File: src/sseq_pkg.sv
// ----------------------------------------------------------------------------
// sseq_pkg
// Shared types and codes for the sorted event queue and its cells.
// ----------------------------------------------------------------------------
package sseq_pkg;

  localparam logic KIND_INSERT = 1'b0;
  localparam logic KIND_REMOVE = 1'b1;

  typedef enum logic [1:0] {
    STATUS_OK    = 2'd0,
    STATUS_EMPTY = 2'd1,
    STATUS_FULL  = 2'd2
  } status_e;

  typedef struct packed {
    logic [31:0] evt_time;
    logic [15:0] station;
  } entry_t;

  typedef struct packed {
    logic insert;
    logic remove;
  } cell_ctrl_t;

endpackage

File: src/sseq_cell.sv
// ----------------------------------------------------------------------------
// sseq_cell
// One slot of the sorted chain. Compares its entry against the incoming time,
// takes the new entry or its lower neighbor on insert, its upper on remove.
// ----------------------------------------------------------------------------
module sseq_cell (
  input  logic                clk_i,
  input  sseq_pkg::cell_ctrl_t ctrl_i,
  input  sseq_pkg::entry_t    new_i,
  input  logic                occ_i,
  input  sseq_pkg::entry_t    prev_i,
  input  logic                prev_open_i,
  input  sseq_pkg::entry_t    next_i,
  output logic                open_o,
  output sseq_pkg::entry_t    ent_o
);
  import sseq_pkg::*;

  entry_t ent_q, ent_d;

  // open: new entry belongs at or below this slot
  assign open_o = !occ_i || (ent_q.evt_time > new_i.evt_time);
  assign ent_o  = ent_q;

  always_comb begin
    ent_d = ent_q;
    if (ctrl_i.insert && open_o) begin
      ent_d = prev_open_i ? prev_i : new_i;
    end else if (ctrl_i.remove) begin
      ent_d = next_i;
    end
  end

  always_ff @(posedge clk_i) begin
    ent_q <= ent_d;
  end

endmodule

File: config.mk
export PLATFORM = sky130hd
export DESIGN_NAME = sseq_cell
export DESIGN_NICKNAME = d
export VERILOG_FILES = /design/src/sseq_pkg.sv /design/src/sseq_cell.sv
export SDC_FILE = /design/constraint.sdc
export NUM_CORES = 1
export LEC_CHECK = 0
export BUFFER_PORTS_ARGS = -buffer_cell sky130_fd_sc_hd__buf_4
export CAP_MARGIN = 20
export CORE_ASPECT_RATIO = 0.9
export CORE_MARGIN = 4
export CORE_UTILIZATION = 35
export DETAILED_ROUTE_END_ITERATION = 12
export PLACE_DENSITY = 0.62
export SETUP_SLACK_MARGIN = 0.02
export SLEW_MARGIN = 15
export SYNTH_ARGS = -nofsm -noshare
export SYNTH_HDL_FRONTEND = slang
export SYNTH_SLANG_ARGS = --single-unit
File: constraint.sdc
create_clock -name clk_i -period 3.5 [get_ports clk_i]
set_input_delay 0.35 -clock clk_i [delete_from_list [all_inputs] [get_ports clk_i]]
set_output_delay 0.35 -clock clk_i [all_outputs]
set_load 0.005 [all_outputs]
==> tab_implementation.tex, run 1 <==
\begin{tabular}{lr}
\hline
Metric & Value \\
\hline
\multicolumn{2}{l}{\textbf{STA}} \\
Final period utilization & 90.7\% \\
Final setup viols & 0 \\
Setup repair after global routing missed its margin & false \\
Maximum clock skew at final layout & 0.00505 ns \\
Sum Neg Setup Slack & 0 ns \\
Minimum period implied by the final worst setup slack & 3.18 ns \\
Max-slew headroom & $\sim$45\% \\
Hold violation count in the final report & 0 \\
Highest achievable clock rate & 0.315 GHz \\
Slew of the pin with the lowest slew margin & 0.831 ns \\
Number of slew-limit violations in the final report & 0 \\
\multicolumn{2}{l}{\textbf{Critical path}} \\
Endpoint of the most critical register-to-register path & ent\_o[42]\$\_DFFE\_PP\_ \\
Worst path arrival time & between 2 and 3 ns \\
Nature of the critical path startpoint & register \\
Highest fanout seen on the critical path & 24 \\
Data required time at the worst endpoint & 3.15 ns \\
Reg-to-reg setup timing slack & 0.58 ns \\
WS Path Type & register to primary output \\
Register-to-Register Path Depth & 9 \\
Crit path capture type & primary output \\
Worst flop-to-flop path startpoint & ent\_o[47]\$\_DFFE\_PP\_ \\
\multicolumn{2}{l}{\textbf{Drt}} \\
Antenna Nets Post-Route & 0 \\
Average wire per cell in the routed design & 18.7 um \\
Router iterations before antenna repair & 4 \\
Via count of the routed design & 4,895 \\
Number of design rule violations left after detail routing & 0 \\
Average vias per placed instance & about 5.6 \\
Detailed-route wire length & 16,300 um \\
Initial DRC count & about 240 \\
\multicolumn{2}{l}{\textbf{GRT}} \\
Antenna violations before repair & 0 \\
Maximum number of pins on one net before global-route repair & 74 \\
Global-route wire length before repair & about 25,000 um \\
Via count of the first global-routing pass & 4,982 \\
Global router's overall resource usage & 19.4\% \\
GR Overflow Total & 0 \\
\multicolumn{2}{l}{\textbf{Layout}} \\
Post-synthesis to final-layout area growth & 34.3\% \\
Diode count & 0 \\
Max reg flops & 48 \\
Post-route core utilization & between 40\% and 50\% \\
Final-layout fill cell count & 1,318 \\
Number of nets at the end of the flow & 857 \\
Post-Layout Inst Area & 6710 um2 \\
Share of post-route cells with drive strength above 1 & 45.1\% \\
\multicolumn{2}{l}{\textbf{Hold path}} \\
Hold path startpoint & next\_i[46] \\
Hold-critical path depth & 3 \\
Min-Delay Endpoint & ent\_o[46]\$\_DFFE\_PP\_ \\
Class of the most critical hold timing path & input pin to register \\
\multicolumn{2}{l}{\textbf{Clock tree}} \\
Bufs on Longest Clock Path & 2 \\
CTS tree & yes \\
Clock latency of the later-clocked register in the worst-skew pair & between 0.2 and 0.3 ns \\
Post\_cts resized & 0 \\
Clock transition at the registers of the reported paths & 0.07 ns \\
CTS Sinks & 48 \\
Cell chosen for the clock root & sky130\_fd\_sc\_hd\_\_clkbuf\_16 \\
TritonCTS Buffers & 5 \\
H-tree levels & 2 \\
Number of buffers inserted by post-CTS setup repair & 0 \\
\# hold bufs at CTS & 0 \\
\multicolumn{2}{l}{\textbf{Die}} \\
\# rows & 41 \\
Starting utilization of the core area & 35.6\% \\
Die height & 121 um \\
Area of the core & 14,000 um2 \\
DIE AREA & 16,200 um2 \\
I/O pin total & 198 \\
Width of the die & about 130 um \\
\multicolumn{2}{l}{\textbf{Job}} \\
\# Max-Cap Violations & 0 \\
\multicolumn{2}{l}{\textbf{Synth}} \\
Net count of the mapped netlist & about 700 \\
Distinct cells, synth & 36 \\
Leading area contributor after synthesis & sky130\_fd\_sc\_hd\_\_edfxtp\_1 \\
Warnings from Yosys & 0 \\
Mapped Area & 4990 um2 \\
Top cells by area in the synthesized netlist & sky130\_fd\_sc\_hd\_\_edfxtp\_1 (29\%), sky130\_fd\_sc\_hd\_\_nor4b\_2 (14\%), sky130\_fd\_sc\_hd\_\_ha\_1 (8.0\%), sky130\_fd\_sc\_hd\_\_a211oi\_1 (7.2\%), sky130\_fd\_sc\_hd\_\_o211ai\_1 (4.8\%) \\
Number of instances in the synthesized netlist & just over 500 \\
Flops \& latches, synth & 48 \\
Area fraction of the dominant cell type after synthesis & 28.9\% \\
Mean instance size in the synthesized netlist & 9.71 um2 \\
Sequential cell area fraction in the yosys report & 28.9\% \\
\multicolumn{2}{l}{\textbf{Place}} \\
Detailed Place HPWL & between 10,000 and 15,000 um \\
Global placement routability congestion & 0.842 \\
Cell area reported after detailed placement & around 6600 um2 \\
Input/output buffers & 197 \\
\multicolumn{2}{l}{\textbf{Power}} \\
Peak VDD IR & between 0.15 and 0.2 mV \\
Final total power & 2.28 mW \\
Ratio of total power to cell area & 341 nW/um2 \\
Leakage & 2.76 nW \\
\multicolumn{2}{l}{\textbf{Outcome}} \\
Status & complete, no violations \\
\hline
\end{tabular}
[placed cells by master (no fill, tap or decap), types with 10 or more instances in the layout]
master and count:
sky130_fd_sc_hd__o22ai_2 10, sky130_fd_sc_hd__nor3_2 20, sky130_fd_sc_hd__buf_4 209, sky130_fd_sc_hd__ha_1 32, sky130_fd_sc_hd__edfxtp_1 48, sky130_fd_sc_hd__o22ai_1 38
sky130_fd_sc_hd__nor4b_2 48, sky130_fd_sc_hd__a21oi_1 13, sky130_fd_sc_hd__inv_1 33, sky130_fd_sc_hd__a211oi_1 48, sky130_fd_sc_hd__mux2i_1 17, sky130_fd_sc_hd__o211ai_1 32
sky130_fd_sc_hd__nand2_1 54, sky130_fd_sc_hd__nor3_1 30
[synthesized netlist by cell type, drive strengths merged]
cell type  instances
a21o               1
nor3              50
o31ai              1
and3               1
a211oi            48
nand2             55
edfxtp            48
nor4b             48
a221oi             1
mux2i             17
and4               1
nor2b              1
a22oi              1
nand2b             1
o22ai             48
o31a               1
and2               1
o211ai            32
a21oi             13
a21boi             1
nor2               3
inv               33
a2111oi            1
ha                32
a221o              1
buf               25
clkbuf            31
nand3              4
nor4               1
o21ai              6
nand4              7
[per-layer routing]
layer  track usage, %  part of all wire (%)  routed length, um
met1             26.9                    46               7550
met3             3.32                   6.6               1070
met2             31.5                    46               7500
met5                0                     0                  0
met4             4.63                   1.0                167
[worst max-delay path by stage]
stage | slack, ns | cells past startpoint | end | from
floorplan | 0.1 | 8 | ent_o[0]$_DFFE_PP_ | ent_o[30]$_DFFE_PP_
global placement | 0.55 | 11 | ent_o[45]$_DFFE_PP_ | new_i[47]
detailed placement | 0.54 | 11 | ent_o[47]$_DFFE_PP_ | new_i[47]
CTS | 0.32 | 8 | open_o | ent_o[22]$_DFFE_PP_
global route | 0.11 | 8 | open_o | ent_o[30]$_DFFE_PP_
finish | 0.32 | 8 | open_o | ent_o[23]$_DFFE_PP_
[logic make-up after synthesis]
logic type               after synthesis  synth area share, %
buffers and inverters                 89                 8.57
AO/OA/AOI/OAI                        155                 23.0
multiplexers                          17                 3.41
adder cells (fa/ha/maj)               32                 8.02
flip-flops                            48                 28.9
AND/OR/NAND/NOR                      173                 28.1
[metrics by stage]
step	hold WS [ns]	setup slack, ns	instances
final	0.453	0.324	870
after global routing	0.468	0.110	870
after CTS	0.451	0.316	870
after detailed placement	0.746	0.535	862
after global placement	0.736	0.552	862
after floorplan	0.610	0.0991	514
[critical path, stage by stage (launching register included)]
cell                        delay (ns)
sky130_fd_sc_hd__edfxtp_1         0.39
sky130_fd_sc_hd__ha_1             0.33
sky130_fd_sc_hd__nand4_1          0.21
sky130_fd_sc_hd__a2111oi_2        0.61
sky130_fd_sc_hd__o31a_4           0.20
sky130_fd_sc_hd__buf_4            0.38
sky130_fd_sc_hd__nor2_1           0.07
sky130_fd_sc_hd__o21ai_0          0.20
sky130_fd_sc_hd__buf_4            0.15
[power breakdown]
part	switching, mW	leakage, nW	internal [mW]
sequential	0.0594	0.484	0.761
clock	0.211	0.0655	0.264
combinational	0.505	2.21	0.484
[layout make-up]
type                    instances  area [um2]  share of cell area [%]
clock inverters                 1        3.75                  0.0560
flip-flops and latches         48        1440                    21.5
repair buffers                211        1610                    24.0
inverters                      33         124                    1.85
well taps                     193         241                    3.60
multi-input cells             377        3150                    47.0
clock buffers                   7         133                    1.98
Power figures use the tool's default switching activity.
==> inputs of run 2 (changes only) <==
--- a/config.mk
+++ b/config.mk
@@ -11,6 +11,7 @@
 export CORE_MARGIN = 4
 export CORE_UTILIZATION = 35
 export DETAILED_ROUTE_END_ITERATION = 12
+export GPL_TIMING_DRIVEN = 0
 export PLACE_DENSITY = 0.62
 export SETUP_SLACK_MARGIN = 0.02
 export SLEW_MARGIN = 15
==> tab_implementation.tex, run 2 (synthesis gave the netlist of run 1 again) <==
\begin{tabular}{lr}
\hline
Metric & Value \\
\hline
\multicolumn{2}{l}{\textbf{Layout}} \\
Max reg flops & 48 (unchanged) \\
Most used cells in the layout excluding fill and tap cells & sky130\_fd\_sc\_hd\_\_buf\_4 (200), sky130\_fd\_sc\_hd\_\_nand2\_1 (55), sky130\_fd\_sc\_hd\_\_nor4b\_2 (48), sky130\_fd\_sc\_hd\_\_a211oi\_1 (48), sky130\_fd\_sc\_hd\_\_edfxtp\_1 (48) \\
Leading cell type in the layout, fill and taps excluded & sky130\_fd\_sc\_hd\_\_buf\_4 \\
Post-synthesis to final-layout area growth & 37.0\% \\
Diode count & 0 (unchanged) \\
Share of post-route cells with drive strength above 1 & 43.4\% (-1.6 points) \\
Filler-free cell count of the finished design & 909 (+4.5\%) \\
Post-Layout Inst Area & 6840 um2 (+2.0\%) \\
Number of nets at the end of the flow & 897 (+4.7\%) \\
\multicolumn{2}{l}{\textbf{GRT}} \\
Via count of the first global-routing pass & 5,312 (+6.6\%) \\
GR Overflow Total & 0 (unchanged) \\
Global router's overall resource usage & 21.2\% (+1.8 points) \\
Global-route wire length before repair & 27,700 um (+8.9\%) \\
Maximum number of pins on one net before global-route repair & 49 (-34\%) \\
Antenna violations before repair & 0 (unchanged) \\
\multicolumn{2}{l}{\textbf{Clock tree}} \\
Cell chosen for the clock root & sky130\_fd\_sc\_hd\_\_clkbuf\_16 \\
CTS tree & yes \\
CTS Sinks & 48 (unchanged) \\
TritonCTS Buffers & 5 (unchanged) \\
Clock latency of the later-clocked register in the worst-skew pair & 0.29 ns (about the same) \\
Bufs on Longest Clock Path & 2 (unchanged) \\
H-tree levels & 2 (unchanged) \\
\# hold bufs at CTS & 0 (unchanged) \\
Clock transition at the registers of the reported paths & 0.07 ns (about the same) \\
\multicolumn{2}{l}{\textbf{Power}} \\
Relative contribution of sequential cells to total power & 35.3\% (-0.6 points) \\
Net switching power of the design & 810 uW (+4.5\%) \\
Cell internal pwr & 1.50 mW (-0.30\%) \\
Share of total power in combinational logic & 43.5\% (+0.2 points) \\
Peak VDD IR & 0.168 mV (-16\%) \\
Leakage & 2.82 nW (+2.4\%) \\
Share of total power in the clock network & 21.2\% (+0.4 points) \\
Switching part of the total power & 35.0\% (+1.1 points) \\
Ratio of total power to cell area & 338 nW/um2 (-0.67\%) \\
\multicolumn{2}{l}{\textbf{STA}} \\
Hold violation count in the final report & 0 (unchanged) \\
Max-slew headroom & 47.6\% (+3.0 points) \\
Slew of the pin with the lowest slew margin & 0.786 ns (-0.0455 ns) \\
Setup repair after global routing missed its margin & false \\
Minimum period implied by the final worst setup slack & 3.26 ns (+0.0867 ns) \\
Highest achievable clock rate & 0.307 GHz (-2.7\%) \\
Number of slew-limit violations in the final report & 0 (unchanged) \\
Maximum clock skew at final layout & 0.0110 ns (+0.00599 ns) \\
Final period utilization & 93.2\% (+2.5 points) \\
Final setup viols & 0 (unchanged) \\
\multicolumn{2}{l}{\textbf{Place}} \\
Cell area reported after detailed placement & 6710 um2 (+2.1\%) \\
Post-placement cell count & 902 (+4.6\%) \\
Detailed Place HPWL & 13,400 um (+16\%) \\
Global placement routability congestion & 0.881 (+4.6\%) \\
Input/output buffers & 195 (-1.0\%) \\
\multicolumn{2}{l}{\textbf{Critical path}} \\
Highest fanout seen on the critical path & 48 (+100\%) \\
Data required time at the worst endpoint & 3.38 ns (+0.23 ns) \\
Worst flop-to-flop path startpoint & ent\_o[21]\$\_DFFE\_PP\_ \\
Endpoint of the most critical register-to-register path & ent\_o[18]\$\_DFFE\_PP\_ \\
Reg-to-reg setup timing slack & 0.24 ns (-0.34 ns) \\
Register-to-Register Path Depth & 8 (-1) \\
Worst path arrival time & 3.14 ns (+0.31 ns) \\
Crit path capture type & register \\
Nature of the critical path startpoint & register \\
WS Path Type & register to register \\
\multicolumn{2}{l}{\textbf{Drt}} \\
Router iterations before antenna repair & 5 (+1) \\
Initial DRC count & 366 (+50\%) \\
Detailed-route wire length & 17,700 um (+8.8\%) \\
Average vias per placed instance & 5.68 (+0.87\%) \\
Via count of the routed design & 5,159 (+5.4\%) \\
Antenna Nets Post-Route & 0 (unchanged) \\
Average wire per cell in the routed design & 19.5 um (+4.2\%) \\
Number of design rule violations left after detail routing & 0 (unchanged) \\
\multicolumn{2}{l}{\textbf{Die}} \\
\# rows & 41 (unchanged) \\
Die height & 121 um (unchanged) \\
I/O pin total & 198 (unchanged) \\
Starting utilization of the core area & 35.6\% (unchanged) \\
DIE AREA & 16,200 um2 (unchanged) \\
Width of the die & 134 um (unchanged) \\
Area of the core & 14,000 um2 (unchanged) \\
\multicolumn{2}{l}{\textbf{Hold path}} \\
Hold-critical path depth & 3 (unchanged) \\
Min-Delay Endpoint & ent\_o[46]\$\_DFFE\_PP\_ \\
Class of the most critical hold timing path & input pin to register \\
Hold path startpoint & next\_i[46] \\
\multicolumn{2}{l}{\textbf{Job}} \\
\# Max-Cap Violations & 0 (unchanged) \\
\multicolumn{2}{l}{\textbf{Outcome}} \\
Status & complete, no violations \\
\hline
\end{tabular}
## run 2: changes by cell type in the layout (fill, tap and decap cells not counted), sizes merged
| cell | change |
|---|---|
| clkbuf | +30 |
| clkinv | +1 |
| buf | +8 |
## run 2: power groups by stage
stage / logic (mW) / registers, mW / clock network (mW)
4_1_cts: 1.01 / 0.817 / 0.485
3_3_place_gp: 0.979 / 0.832 / 0
3_5_place_dp: 1.01 / 0.826 / 0
5_1_grt: 1.10 / 0.826 / 0.510
2_1_floorplan: 0.551 / 0.823 / 0
6_report: 1.01 / 0.817 / 0.490
## run 2: final cells by class
cell class              instances  area, um2
clock inverters                 2       7.51
inverters                      33        124
multi-input cells             377       3130
fillers                      1325       7160
repair buffers                195       1460
plain buffers                  56        307
clock buffers                   5        125
well taps                     193        241
flip-flops and latches         48       1440
## run 2: worst max-delay path by stage
stage	startpoint	endpoint	slack, ns	depth (start not counted)
5_1_grt	ent_o[43]$_DFFE_PP_	open_o	0.03	10
2_1_floorplan	ent_o[30]$_DFFE_PP_	ent_o[0]$_DFFE_PP_	0.1	8
6_report	ent_o[21]$_DFFE_PP_	ent_o[18]$_DFFE_PP_	0.24	8
4_1_cts	ent_o[23]$_DFFE_PP_	ent_o[25]$_DFFE_PP_	0.22	8
3_3_place_gp	new_i[47]	ent_o[24]$_DFFE_PP_	-1.02	9
3_5_place_dp	new_i[23]	ent_o[25]$_DFFE_PP_	0.16	10
## run 2: what timing repair did
item                                    CTS  global route
buffers inserted                          0             0
resized for setup                         0             1
endpoints found under the setup margin    0             1
## run 2: critical path, cell delays in order (launching register included)
cell                       delay (ns)
sky130_fd_sc_hd__edfxtp_1        0.39
sky130_fd_sc_hd__ha_1            0.31
sky130_fd_sc_hd__a21oi_1         0.15
sky130_fd_sc_hd__o21ai_0         0.19
sky130_fd_sc_hd__a221o_1         0.40
sky130_fd_sc_hd__o31a_2          0.44
sky130_fd_sc_hd__buf_6           0.18
sky130_fd_sc_hd__o21ai_0         0.31
sky130_fd_sc_hd__nand2b_4        0.46
## run 2: stage by stage
stage          setup slack (ns)  power (mW)  util [%]  hold WS (ns)  setup TNS, ns
6_report                  0.238        2.31      48.8         0.444              0
5_1_grt                  0.0278        2.44      48.8         0.449              0
4_1_cts                   0.219        2.31      48.8         0.446              0
3_5_place_dp              0.162        1.83      47.9         0.733              0
3_3_place_gp              -1.02        1.81      47.8         0.739         -48.80
2_1_floorplan            0.0991        1.37         -         0.610              0
## run 2: metal layers
metal	up-vias	GRT usage, %	part of all wire (%)
li1	2431	-	-
met1	2489	28.9	45
met2	229	35.5	47
met3	10	4.15	6.7
met4	0	3.73	0.57
met5	-	0	0
